**config.mk**
```make
export PLATFORM = sky130hd
export DESIGN_NAME = cxlz_ram
export DESIGN_NICKNAME = d
export VERILOG_FILES = /design/src/hw/rtl/cxlz_ram.sv
export SDC_FILE = /design/constraint.sdc
export NUM_CORES = 2
export LEC_CHECK = 0
export BUFFER_PORTS_ARGS = -buffer_cell sky130_fd_sc_hd__buf_2
export CORE_MARGIN = 1
export CORE_UTILIZATION = 57
export CTS_CLUSTER_SIZE = 12
export DETAILED_ROUTE_END_ITERATION = 10
export GPL_ROUTABILITY_DRIVEN = 0
export PLACE_DENSITY_LB_ADDON = 0.12
export SETUP_SLACK_MARGIN = 0.05
export SLEW_MARGIN = 20
export SYNTH_ARGS = -nofsm -noshare
export SYNTH_HDL_FRONTEND = slang
export SYNTH_SLANG_ARGS = --single-unit
export TNS_END_PERCENT = 5
```
**constraint.sdc**
```tcl
create_clock -name clk -period 2.2 [get_ports clk]
set_input_delay 0.22 -clock clk [delete_from_list [all_inputs] [get_ports clk]]
set_output_delay 0.22 -clock clk [all_outputs]
set_load 0.01 [all_outputs]
```
**src/hw/rtl/cxlz_ram.sv**
```systemverilog
`default_nettype none

module cxlz_ram #(
    parameter int WIDTH = 8,
    parameter int DEPTH = 256
) (
    input  wire logic                     clk,
    input  wire logic                     we,
    input  wire logic [$clog2(DEPTH)-1:0] waddr,
    input  wire logic [WIDTH-1:0]         wdata,
    input  wire logic                     re,
    input  wire logic [$clog2(DEPTH)-1:0] raddr,
    output logic      [WIDTH-1:0]         rdata
);

    logic [WIDTH-1:0] mem [DEPTH];

    always_ff @(posedge clk)
    begin
        if (we)
        begin
            mem[waddr] <= wdata;
        end
        if (re)
        begin
            rdata <= mem[raddr];
        end
    end

endmodule

`default_nettype wire

```
==> results by stage <==
Status:
- The run finished, with violations left.
- The final reports fail on negative setup slack.

Setup path:
- The reg-to-reg endpoint is rdata[0]$_DFFE_PP_.
- STA classifies the critical path startpoint as a flop.
- The critical path is of the reg2reg type.
- In this run the critical register-to-register path is launched from mem[139][0]$_DFFE_PP_.
- Along the worst path, the maximum fanout reaches 1.
- The required time of the worst setup path is 2770 ps.
- The worst setup path is captured at a flop.
- The cell depth of the worst flop-to-flop path is 7.
- The arrival time at the worst endpoint is 2940 ps.
- Across all register-to-register paths, the minimum setup slack is -170 ps.

Die:
- The row count is 136.
- The die height is 376 µm.
- The number of ports placed on the die boundary is 35.
- The die covers 141000 µm².
- In this run the horizontal extent of the chip is 376 µm.
- For this configuration, the core starts out at a cell density of 0.577.
- The core region is 138000 µm².

Logic synthesis:
- The post-synthesis cell type count is 54.
- After synthesis, the cell types taking the most area are edfxtp_1, mux4_2, mux2i_1, nor2_1, a22oi_1.
- The most used flip-flop cell after synthesis is edfxtp_1.
- The post-synthesis net count is 3760.
- The share of the Yosys chip area taken by registers is 0.775.
- The share of synthesized area in the top cell type comes to 0.775.
- The proportion of synthesized flip-flops having asynchronous set or reset is 0.
- The mean post-synth cell area is 21.3 µm².
- The number of instances in the synthesized netlist is 3733.
- The synthesized netlist occupies a cell area of 79600 µm².
- The number of warnings printed during yosys synthesis is 0.
- The number of flops mapped to enable cells by yosys is 2056.
- After synthesis the netlist holds a flip-flop and latch count of 2056.
- The cell taking the most area after synthesis is edfxtp_1.

Route:
- The count of routing violations after the opening detailed-route iteration is 5548.
- The number of nets with antenna violations after routing is 0.
- The remaining routing DRC violations is 0.
- The via count is 41482.
- The average routed wire per standard cell is 30.9 µm.
- The number of search-and-repair iterations in the first detailed-routing pass is 6.
- The final layout contains routed wiring with a total length of 199000 µm.
- The routed via count divided by cell count is 6.43.

Place:
- Prior to clock tree synthesis, the placed netlist has a worst setup slack of -1260 ps.
- The number of placed instances, taps included, is 6130.
- Detailed placement finished with a half-perimeter wire length of 129000 µm.
- The count of input and output buffers is 34.
- After detailed placement, the total cell area comes to 87500 µm².

Global route:
- Entering global routing, the biggest net connects 85 pins.
- The number of global-route vias before repair is 42103.
- The first global-routing pass estimated 290000 µm of wire.
- The initial antenna violation count is 13.
- Summed over all layers, the global routing overflow is 0.
- For this run, the total global-route usage over all layers was measured as 0.288.

Timing:
- The share of the clock period used by the worst path after layout is 1.08.
- The least setup slack across all paths after layout is -170 ps.
- The final hold violation count is 0.
- The maximum frequency from static timing analysis is 0.422 GHz.
- The minimum period implied by the final worst setup slack is 2370 ps.
- The max-slew violation total from the final report is 0.
- Clock skew on the completed layout was measured at 32.0 ps.
- The relative slew slack is 0.448.
- For the pin with the worst max-slew slack, the measured transition is 829 ps.
- Setup repair after global routing could not meet its margin everywhere.
- The worst-case hold slack is 120 ps.
- Setup violations remaining at the end of the flow were counted as 8.
- The post-route setup TNS is -1040 ps.

Hold path:
- The hold path startpoint is waddr[2].
- The worst hold path terminates at mem[174][3]$_DFFE_PP_.
- The count of cells along the worst hold path is 4.
- The tightest min-delay check is of the in2reg type.

Clocking:
- The clock tree root buffer cell is clkbuf_16.
- The CTS clock-pin slew for the worst setup and hold paths is 60 ps.
- The tree built by TritonCTS fans out to 2056 sinks.
- The count of buffers added by post-CTS timing repair for setup is 0.
- The number of H-tree branching levels is 4.
- The clock insertion delay at the later pin of the skew report is 830 ps.
- Clock tree synthesis inserted a total of 201 buffers.
- TritonCTS built the clock tree.
- The longest clock path from root to sink contains 3 buffers.

Layout:
- The count of cells in the finished layout, fillers not included, comes to 6447.
- The net count of the finished layout is 4505.
- Relative to the synthesized area, the layout overhead comes to 17.4%.
- Leaving out fill and tap cells, the most frequent cell in the layout is edfxtp_1.
- The ratio of cells with drive above 1 in the final layout is 0.331.
- After routing the design area is 93500 µm².
- The library cells used most frequently in the layout, excluding fill and tap cells, are edfxtp_1, buf_4, mux4_2.

Pwr:
- The total power divided by cell area is 840 nW/µm².
- For this design the static power due to leakage is 30.4 nW.
- The worst-case IR drop observed on VDD is 735 µV.

Run:
- The tool flagged a number of max-cap violations equal to 0.
==> metrics by stage <==
stage | power (W) | util
2_1_floorplan | 0.0462 | -
3_3_place_gp | 0.0485 | 0.634
3_5_place_dp | 0.0486 | 0.634
4_1_cts | 0.0789 | 0.677
5_1_grt | 0.0806 | 0.677
6_report | 0.0785 | 0.678
==> cell usage after synthesis, drive strengths merged, types with 2 or more instances <==
| library cell | n |
|---|---|
| a2111oi | 5 |
| a211oi | 16 |
| a21oi | 96 |
| a221oi | 14 |
| a22o | 8 |
| a22oi | 133 |
| a311oi | 2 |
| a31oi | 2 |
| and2 | 6 |
| and3b | 2 |
| buf | 122 |
| clkbuf | 111 |
| edfxtp | 2056 |
| mux2i | 134 |
| mux4 | 456 |
| nand2 | 33 |
| nand2b | 8 |
| nand3 | 34 |
| nand3b | 2 |
| nand4 | 10 |
| nor2 | 282 |
| nor2b | 31 |
| nor3 | 22 |
| nor4 | 27 |
| o211ai | 10 |
| o21ai | 12 |
| o221ai | 47 |
| o22a | 5 |
| o22ai | 28 |
| o32ai | 5 |
| or2 | 4 |
==> cell type report <==
cell class | instances | area (µm²)
antenna | 6 | 15.0
clock buffer | 253 | 5290
clock inverter | 50 | 349
fill | 8584 | 44500
inverter | 2 | 7.51
multi-input combinational | 1442 | 16800
sequential | 2056 | 61700
tap | 1863 | 2330
timing repair buffer | 775 | 6960
==> worst max-delay path by stage <==
stage	from	end	slack, ps	depth (start not counted)
after detailed placement	raddr[0]	rdata[7]$_DFFE_PP_	-1260	9
after CTS	mem[139][1]$_DFFE_PP_	rdata[1]$_DFFE_PP_	-170	6
after global placement	raddr[0]	rdata[1]$_DFFE_PP_	-1250	9
final	mem[139][0]$_DFFE_PP_	rdata[0]$_DFFE_PP_	-170	7
after global routing	mem[139][0]$_DFFE_PP_	rdata[0]$_DFFE_PP_	-210	7
after floorplan	raddr[0]	rdata[0]$_DFFE_PP_	20	9
==> layer usage <==
metal | vias to the layer above | global-route usage | part of all wire
li1 | 17145 | - | -
met2 | 2140 | 0.457 | 0.48
met3 | 320 | 0.0486 | 0.091
met5 | - | 0 | 0.00018
met4 | 6 | 0.0893 | 0.031
met1 | 21871 | 0.415 | 0.39
==> kinds of logic after synthesis <==
| logic type | count (synthesis) | share of synthesized area |
|---|---|---|
| AOI/OAI and AO/OA | 385 | 0.0342 |
| and+or+nand+nor | 466 | 0.0263 |
| buffers and inverters | 235 | 0.0183 |
| DFF | 2056 | 0.775 |
| muxes | 591 | 0.146 |
==> registers in the layout (all words and copies together), names as in the netlist <==
name   cells
mem     2048
rdata      8
==> worst max-delay path: stages, from the launching register on <==
cell       delay [ps]
edfxtp_1          350
mux4_2            500
mux4_2            550
nor2_2            150
a2111oi_2          70
nor3_2            260
buf_6             190
nor4_4             50
==> repair_timing <==
item | CTS | global route
endpoints found under the hold margin | 326 | 0
hold buffers | 9 | 0
resized for setup | 34 | 21
pin swaps | 6 | 8
cloned | 0 | 0
setup endpoints to repair | 8 | 8
==> power by group <==
part | switching [W] | leakage, nW | internal [W] | total [W]
registers | 0.0000569 | 18.5 | 0.0432 | 0.0433
logic | 0.00273 | 9.17 | 0.00194 | 0.00467
clock network | 0.0135 | 2.75 | 0.0170 | 0.0306
total | 0.0163 | 30.4 | 0.0622 | 0.0785
Note: power is estimated with default switching activity, not from simulation.
